==> src/rtl/core/gfp_pkg.sv <==
// gfp_pkg: shared types and constants of the gyro frame parser
package gfp_pkg;

  localparam logic [7:0] FrameHeader = 8'h5A;
  localparam logic [7:0] TypeRate    = 8'hAA;
  localparam logic [7:0] TypeYaw     = 8'hBB;

  localparam int unsigned RateWidth = 23;
  localparam int unsigned YawWidth  = 22;

  localparam logic signed [RateWidth-1:0] RateScale = 23'sd125;
  localparam logic signed [YawWidth-1:0]  YawScale  = 22'sd45;

  typedef enum logic [2:0] {
    POS_HEADER = 3'd0,
    POS_TYPE   = 3'd1,
    POS_LOW    = 3'd2,
    POS_HIGH   = 3'd3,
    POS_SUM    = 3'd4
  } pos_e;

  typedef enum logic {
    KIND_RATE = 1'b0,
    KIND_YAW  = 1'b1
  } kind_e;

  typedef struct packed {
    logic               valid;
    kind_e              kind;
    logic signed [15:0] raw;
  } frame_t;

endpackage

==> src/rtl/core/gfp_frame.sv <==
// gfp_frame: byte position tracking, capture and checksum of one frame
module gfp_frame
  import gfp_pkg::*;
(
  input  logic       clk_i,
  input  logic       rst_ni,
  input  logic       advance_i,
  input  logic [7:0] byte_i,
  output frame_t     frame_o
);

  pos_e       pos_q, pos_d;
  logic [7:0] type_q, type_d;
  logic [7:0] low_q, low_d;
  logic [7:0] high_q, high_d;
  logic [7:0] sum_q, sum_d;
  logic       sum_ok;

  assign sum_ok = (byte_i == sum_q);

  // next state
  always_comb begin
    pos_d = pos_q;
    if (advance_i) begin
      unique case (pos_q)
        POS_HEADER: pos_d = (byte_i == FrameHeader) ? POS_TYPE : POS_HEADER;
        POS_TYPE:   pos_d = POS_LOW;
        POS_LOW:    pos_d = POS_HIGH;
        POS_HIGH:   pos_d = POS_SUM;
        default:    pos_d = POS_HEADER;
      endcase
    end
  end

  // captures and outputs
  always_comb begin
    type_d          = type_q;
    low_d           = low_q;
    high_d          = high_q;
    sum_d           = sum_q;
    frame_o.valid   = 1'b0;
    frame_o.kind    = (type_q == TypeYaw) ? KIND_YAW : KIND_RATE;
    frame_o.raw     = {high_q, low_q};
    if (advance_i) begin
      unique case (pos_q)
        POS_HEADER: begin
          if (byte_i == FrameHeader) begin
            sum_d = byte_i;
          end
        end
        POS_TYPE: begin
          type_d = byte_i;
          sum_d  = sum_q + byte_i;
        end
        POS_LOW: begin
          low_d = byte_i;
          sum_d = sum_q + byte_i;
        end
        POS_HIGH: begin
          high_d = byte_i;
          sum_d  = sum_q + byte_i;
        end
        default: begin
          sum_d         = 8'h00;
          frame_o.valid = sum_ok && ((type_q == TypeRate) || (type_q == TypeYaw));
        end
      endcase
    end
  end

  always_ff @(posedge clk_i or negedge rst_ni) begin
    if (!rst_ni) begin
      pos_q  <= POS_HEADER;
      type_q <= 8'h00;
      low_q  <= 8'h00;
      high_q <= 8'h00;
      sum_q  <= 8'h00;
    end else begin
      pos_q  <= pos_d;
      type_q <= type_d;
      low_q  <= low_d;
      high_q <= high_d;
      sum_q  <= sum_d;
    end
  end

endmodule

==> src/rtl/core/gfp_result.sv <==
// gfp_result: scaling, held values and the result register
module gfp_result
  import gfp_pkg::*;
(
  input  logic                        clk_i,
  input  logic                        rst_ni,
  input  frame_t                      frame_i,
  input  logic                        take_i,
  output logic                        valid_o,
  output kind_e                       kind_o,
  output logic signed [15:0]          raw_o,
  output logic signed [RateWidth-1:0] rate_o,
  output logic signed [YawWidth-1:0]  yaw_o
);

  logic                        valid_q, valid_d;
  kind_e                       kind_q;
  logic signed [15:0]          raw_q;
  logic signed [RateWidth-1:0] rate_q, rate_d;
  logic signed [YawWidth-1:0]  yaw_q, yaw_d;
  logic signed [RateWidth-1:0] held_rate_q;
  logic signed [YawWidth-1:0]  held_yaw_q;
  logic signed [RateWidth-1:0] rate_prod;
  logic signed [YawWidth-1:0]  yaw_prod;

  assign rate_prod = RateWidth'(frame_i.raw) * RateScale;
  assign yaw_prod  = YawWidth'(frame_i.raw) * YawScale;

  always_comb begin
    rate_d = held_rate_q;
    yaw_d  = held_yaw_q;
    if (frame_i.kind == KIND_RATE) begin
      rate_d = rate_prod;
    end else begin
      yaw_d = yaw_prod;
    end
  end

  assign valid_d = frame_i.valid ? 1'b1 : (valid_q && !take_i);

  always_ff @(posedge clk_i or negedge rst_ni) begin
    if (!rst_ni) begin
      valid_q     <= 1'b0;
      held_rate_q <= '0;
      held_yaw_q  <= '0;
    end else begin
      valid_q <= valid_d;
      if (frame_i.valid) begin
        held_rate_q <= rate_d;
        held_yaw_q  <= yaw_d;
      end
    end
  end

  always_ff @(posedge clk_i) begin
    if (frame_i.valid) begin
      kind_q <= frame_i.kind;
      raw_q  <= frame_i.raw;
      rate_q <= rate_d;
      yaw_q  <= yaw_d;
    end
  end

  assign valid_o = valid_q;
  assign kind_o  = kind_q;
  assign raw_o   = raw_q;
  assign rate_o  = rate_q;
  assign yaw_o   = yaw_q;

endmodule

==> src/rtl/core/gyro_frame_parser_top.sv <==
// gyro_frame_parser_top: serial gyro frame parser, byte in, scaled result out
//
//   channel | valid      | stall       | payload
//   --------+------------+-------------+-------------------------------------------
//   in      | in_valid_i | in_stall_o  | rx_byte_i
//   out     | out_valid_o| out_stall_i | frame_kind_o raw_value_o rate_value_o yaw_value_o
//
// one byte per cycle unless the output stalls; a byte waits in the input register and
// a result appears in the result register the cycle after its checksum byte leaves it
// reset clears the byte position, the held rate and yaw and both valid flags
// while a result waits under stall, one more byte is still taken into the
// input register; further requests stall until the result is taken
module gyro_frame_parser_top
  import gfp_pkg::*;
(
  input  logic                        clk_i,
  input  logic                        rst_ni,
  input  logic                        in_valid_i,
  output logic                        in_stall_o,
  input  logic [7:0]                  rx_byte_i,
  output logic                        out_valid_o,
  input  logic                        out_stall_i,
  output logic                        frame_kind_o,
  output logic signed [15:0]          raw_value_o,
  output logic signed [RateWidth-1:0] rate_value_o,
  output logic signed [YawWidth-1:0]  yaw_value_o
);

  logic       in_valid_q, in_valid_d;
  logic [7:0] byte_q;
  logic       consume;
  logic       in_accept;
  frame_t     frame;
  kind_e      kind;

  assign consume    = in_valid_q && (!out_valid_o || !out_stall_i);
  assign in_stall_o = in_valid_q && !consume;
  assign in_accept  = in_valid_i && !in_stall_o;
  assign in_valid_d = in_accept || (in_valid_q && !consume);

  always_ff @(posedge clk_i or negedge rst_ni) begin
    if (!rst_ni) begin
      in_valid_q <= 1'b0;
    end else begin
      in_valid_q <= in_valid_d;
    end
  end

  always_ff @(posedge clk_i) begin
    if (in_accept) begin
      byte_q <= rx_byte_i;
    end
  end

  gfp_frame u_frame (
    .clk_i     (clk_i),
    .rst_ni    (rst_ni),
    .advance_i (consume),
    .byte_i    (byte_q),
    .frame_o   (frame)
  );

  gfp_result u_result (
    .clk_i   (clk_i),
    .rst_ni  (rst_ni),
    .frame_i (frame),
    .take_i  (!out_stall_i),
    .valid_o (out_valid_o),
    .kind_o  (kind),
    .raw_o   (raw_value_o),
    .rate_o  (rate_value_o),
    .yaw_o   (yaw_value_o)
  );

  assign frame_kind_o = kind;

  a_frame_needs_consume: assert property (@(posedge clk_i) disable iff (!rst_ni)
    frame.valid |-> consume)
    else $error("frame completed without a consumed byte");

  a_result_after_consume: assert property (@(posedge clk_i) disable iff (!rst_ni)
    $rose(out_valid_o) |-> $past(consume))
    else $error("result appeared without a consumed byte");

  a_rate_scaled: assert property (@(posedge clk_i) disable iff (!rst_ni)
    (out_valid_o && (kind == KIND_RATE)) |->
      (rate_value_o == RateWidth'(raw_value_o) * RateScale))
    else $error("rate result does not match its data word");

  a_yaw_scaled: assert property (@(posedge clk_i) disable iff (!rst_ni)
    (out_valid_o && (kind == KIND_YAW)) |->
      (yaw_value_o == YawWidth'(raw_value_o) * YawScale))
    else $error("yaw result does not match its data word");

endmodule
==> config.mk <==
export PLATFORM = sky130hd
export DESIGN_NAME = gyro_frame_parser_top
export DESIGN_NICKNAME = d
export VERILOG_FILES = /design/src/rtl/core/gfp_pkg.sv /design/src/rtl/core/gfp_frame.sv /design/src/rtl/core/gfp_result.sv /design/src/rtl/core/gyro_frame_parser_top.sv
export SDC_FILE = /design/constraint.sdc
export NUM_CORES = 1
export LEC_CHECK = 0
export BUFFER_PORTS_ARGS = -buffer_cell sky130_fd_sc_hd__buf_4
export CAP_MARGIN = 10
export CORE_AREA = 2 2 181 183
export DETAILED_ROUTE_END_ITERATION = 10
export DIE_AREA = 0 0 183 185
export SYNTH_ARGS = -nofsm -noshare
export SYNTH_HDL_FRONTEND = slang
export SYNTH_SLANG_ARGS = --single-unit
==> constraint.sdc <==
create_clock -name clk_i -period 8.2 [get_ports clk_i]
set_clock_uncertainty 0.05 [all_clocks]
set_input_delay 0.82 -clock clk_i [delete_from_list [all_inputs] [get_ports clk_i]]
set_output_delay 0.82 -clock clk_i [all_outputs]
set_load 0.01 [all_outputs]
==> out/metrics.csv <==
stage,metric,value,unit
detailed_routing,ant_nets,0,
worst_setup_path,path_buf_inv,4,
layout,syn2layout_area_growth,14.0,%
floorplanning,die_x,183,µm
worst_setup_path,r2r_cells,15,
floorplanning,initial_core_util,34.6,%
placement,gp_congestion,0.889,
grt,grt_max_degree,48,
clocking,cts-root-buf,clkbuf_16,
synth,yosysSeqAreaShare,37.5,%
grt,first_global_vias,7518,
detailed_routing,drt_pre_antenna_iters,5,
floorplanning,num_io_pins,76,
layout,antenna_cells,0,
detailed_routing,drt-wirelength-per-cell,15.4,µm
detailed_routing,drtIter0Drc,674,
clocking,htreeDepth,4,
clocking,clock_latency,0.44,ns
worst_setup_path,cp.required,8.33,ns
timing,hold_viol_final,0,
worst_setup_path,cp-endpoint,u_result.rate_o[21],
synth,yosys.area_share.simple,9.67,%
detailed_routing,via_per_inst,4.78,
clocking,clkSinkCount,152,
clocking,cts_hold_buf,0,
floorplanning,die_area,33900,µm²
worst_setup_path,max_stage_delay,0.80,ns
timing,grt_setup_unrepaired,no,
timing,fmax,193,MHz
layout,final_nets,1355,
detailed_routing,wl,24.3,mm
synth,synth_top_cells_by_area,"edfxtp_1 (19%), dfrtp_1 (19%), fa_1 (15%)",
detailed_routing,vias,7521,
layout,final_layout_size_suffix_gt1_share,13.6,%
synth,synth.ff_latch_count,152,
detailed_routing,drc,0,
placement,port_buffers,75,
placement,dp_hpwl,18.3,mm
min_path,hold_path_class,in2async,
worst_setup_path,worst-path-stages,15,
synth,netlist_area,11100,µm²
synth,async_reset_ff_share,53.9,%
worst_setup_path,endpoint_kind,flip-flop,
grt,grt_pass1_wl,39.9,mm
synth,synth-edff-count,70,
synth,synth_area_leader_cell,edfxtp_1,
synth,synth_xor_area_share,3.79,%
timing,worst_slew_pin_slew,1.00,ns
synth,ys_types,62,
clocking,ctsResizeCount,0,
floorplanning,core_area,32000,µm²
synth,yosys.area_share.adder,27.2,%
worst_setup_path,r2r_end,u_result.rate_o[21],
clocking,cts_made_buffers,17,
timing,maxSlewViolCount,0,
synth,synth_top_family_by_area,adder cells,
floorplanning,die_h,185,µm
synth,synth_warnings,0,
synth,synth.avg_cell_area,10.3,µm²
worst_setup_path,worstPathCellList,inv_1 -> fa_1 -> inv_1 -> fa_1 -> fa_1 -> inv_1 -> fa_1 -> inv_1 -> ha_1 -> a21o_1 -> a21o_1 -> a21oi_1 -> o22ai_1 -> a311o_1 -> mux2_2,
timing,setup_tns,0,ns
synth,synthFlopType,dfrtp_1,
synth,synth_compound_area_share,10.8,%
worst_setup_path,crit_start,u_frame.high_q[7],
worst_setup_path,critPathArrivalTime,5.31,ns
worst_setup_path,reg2reg_slack,3.02,ns
grt,antenna_found_initial,0,
grt,grt.total_usage,15.1,%
clocking,cts_setup_buffers,0,
floorplanning,row_count,66,
worst_setup_path,cp_top_family,adder cells,
timing,setup_violations,0,
timing,relSlewSlack,32.9,%
worst_setup_path,start_kind,flip-flop,
timing,period_share,63.2,%
timing,min_period,5.18,ns
synth,synthCells,1078,
job,drv_cap,0,
clocking,clock_path_buffers,2,
synth,syn_nets,1282,
synth,synth_top_area_share,19.0,%
worst_setup_path,reg2reg_from,u_frame.high_q[7],
grt,grt-ovfl-total,0,
clocking,cts_tree,done,
clocking,clk_pin_slew,0.06,ns
worst_setup_path,crit_type,reg2reg,
status,status,completed,
worst_setup_path,cp_max_fo,16,
synth,muxShareOfSynthArea,3.69,%
worst_setup_path,crit_slowest_cell,dfrtp_1,
-- flip-flops by register name (all words and copies together), names as in the netlist --
signal	cells
u_result.valid_o	1
u_result.held_rate_q	23
in_valid_q	1
u_result.yaw_o	22
u_frame.sum_q	8
u_result.rate_o	23
u_frame.high_q	8
u_result.kind_o	1
u_result.held_yaw_q	22
byte_q	8
u_frame.type_q	8
u_frame.low_q	8
u_result.raw_o	16
u_frame.pos_q	3
-- cell families (layout without fill, tap and decap cells) --
logic type      after synthesis  in the layout
compound gates              190            190
xor+xnor                     48             48
fa+ha+maj                   192            192
buf+inv                     213            299
flops                       152            152
mux                          37             37
simple gates                246            246
-- worst register-to-register path: stages, from the launching register on --
cell and delay (ns):
dfrtp_1 0.80, inv_1 0.35, fa_1 0.56, inv_1 0.05, fa_1 0.40, fa_1 0.52, inv_1 0.05, fa_1 0.53
inv_1 0.04, ha_1 0.34, a21o_1 0.20, a21o_1 0.19, a21oi_1 0.15, o22ai_1 0.10, a311o_1 0.35, mux2_2 0.27
-- layer usage --
metal | vias to the layer above | GRT usage (%) | part of all wire, %
met5 | - | 0 | 0
met4 | 0 | 5.70 | 2.2
met3 | 23 | 1.91 | 3.0
met2 | 120 | 23.7 | 45
met1 | 3644 | 21.4 | 50
li1 | 3734 | - | -
-- synth_stat cells, types with 4 or more instances --
library cell,n
inv_1,186
nand2_1,169
ha_1,111
dfrtp_1,82
fa_1,81
edfxtp_1,70
o21ai_0,63
a21oi_1,36
mux2_2,30
xnor2_1,29
nor2_1,25
xor2_1,19
o21ai_1,16
a21o_1,15
clkbuf_1,15
nand3_1,11
nor3_1,10
buf_2,9
a211oi_1,8
o31ai_1,8
o21bai_1,7
mux2i_1,6
nand2b_1,5
o21a_1,5
and2_1,4
nor2b_1,4
o211ai_1,4
-- area by class of cell --
type | count | area, µm²
timing repair buffer | 81 | 608
inverter | 186 | 698
fill | 3140 | 19400
sequential | 152 | 4150
tap | 408 | 510
clock inverter | 14 | 101
multi-input combinational | 713 | 6120
clock buffer | 18 | 439
-- stage by stage --
step	hold slack (ns)	setup WS, ns	utilization (%)	cells	cell area, µm²
after global routing	0.385	2.69	39.4	1572	12600
after CTS	0.355	2.98	39.4	1572	12600
final	0.344	3.02	39.4	1572	12600
after detailed placement	0.406	3.00	37.7	1540	12100
after global placement	0.399	3.13	37.7	1540	12100
after floorplan	0.389	3.46	-	1078	11100
-- placed cells by master, fill, tap and decap left out, types with 5 or more instances in the layout --
master / instances
fa_1: 81
o21bai_1: 7
o21ai_1: 16
nand2b_1: 5
o21a_1: 5
edfxtp_1: 70
xor2_1: 19
ha_1: 111
a21o_1: 15
buf_4: 81
xnor2_1: 29
a211oi_1: 8
nor3_1: 9
nand3_1: 11
clkbuf_16: 17
dfrtp_1: 82
o21ai_0: 63
nand2_1: 169
inv_1: 186
mux2_2: 30
mux2i_1: 6
nor2_1: 24
o31ai_1: 8
a21oi_1: 36
-- worst min path at each step --
stage                                   end  slack (ns)  cells past startpoint
floorplan           u_result.held_rate_q[0]        0.39                      2
global placement     u_result.held_yaw_q[7]        0.40                      2
detailed placement  u_result.held_rate_q[3]        0.41                      2
CTS                 u_result.held_rate_q[1]        0.35                      1
global route        u_result.held_rate_q[1]        0.38                      1
finish              u_result.held_rate_q[1]        0.34                      1
Power is not shown: default switching activity piles up to over one toggle a cycle in this logic, so the estimate is an artifact.
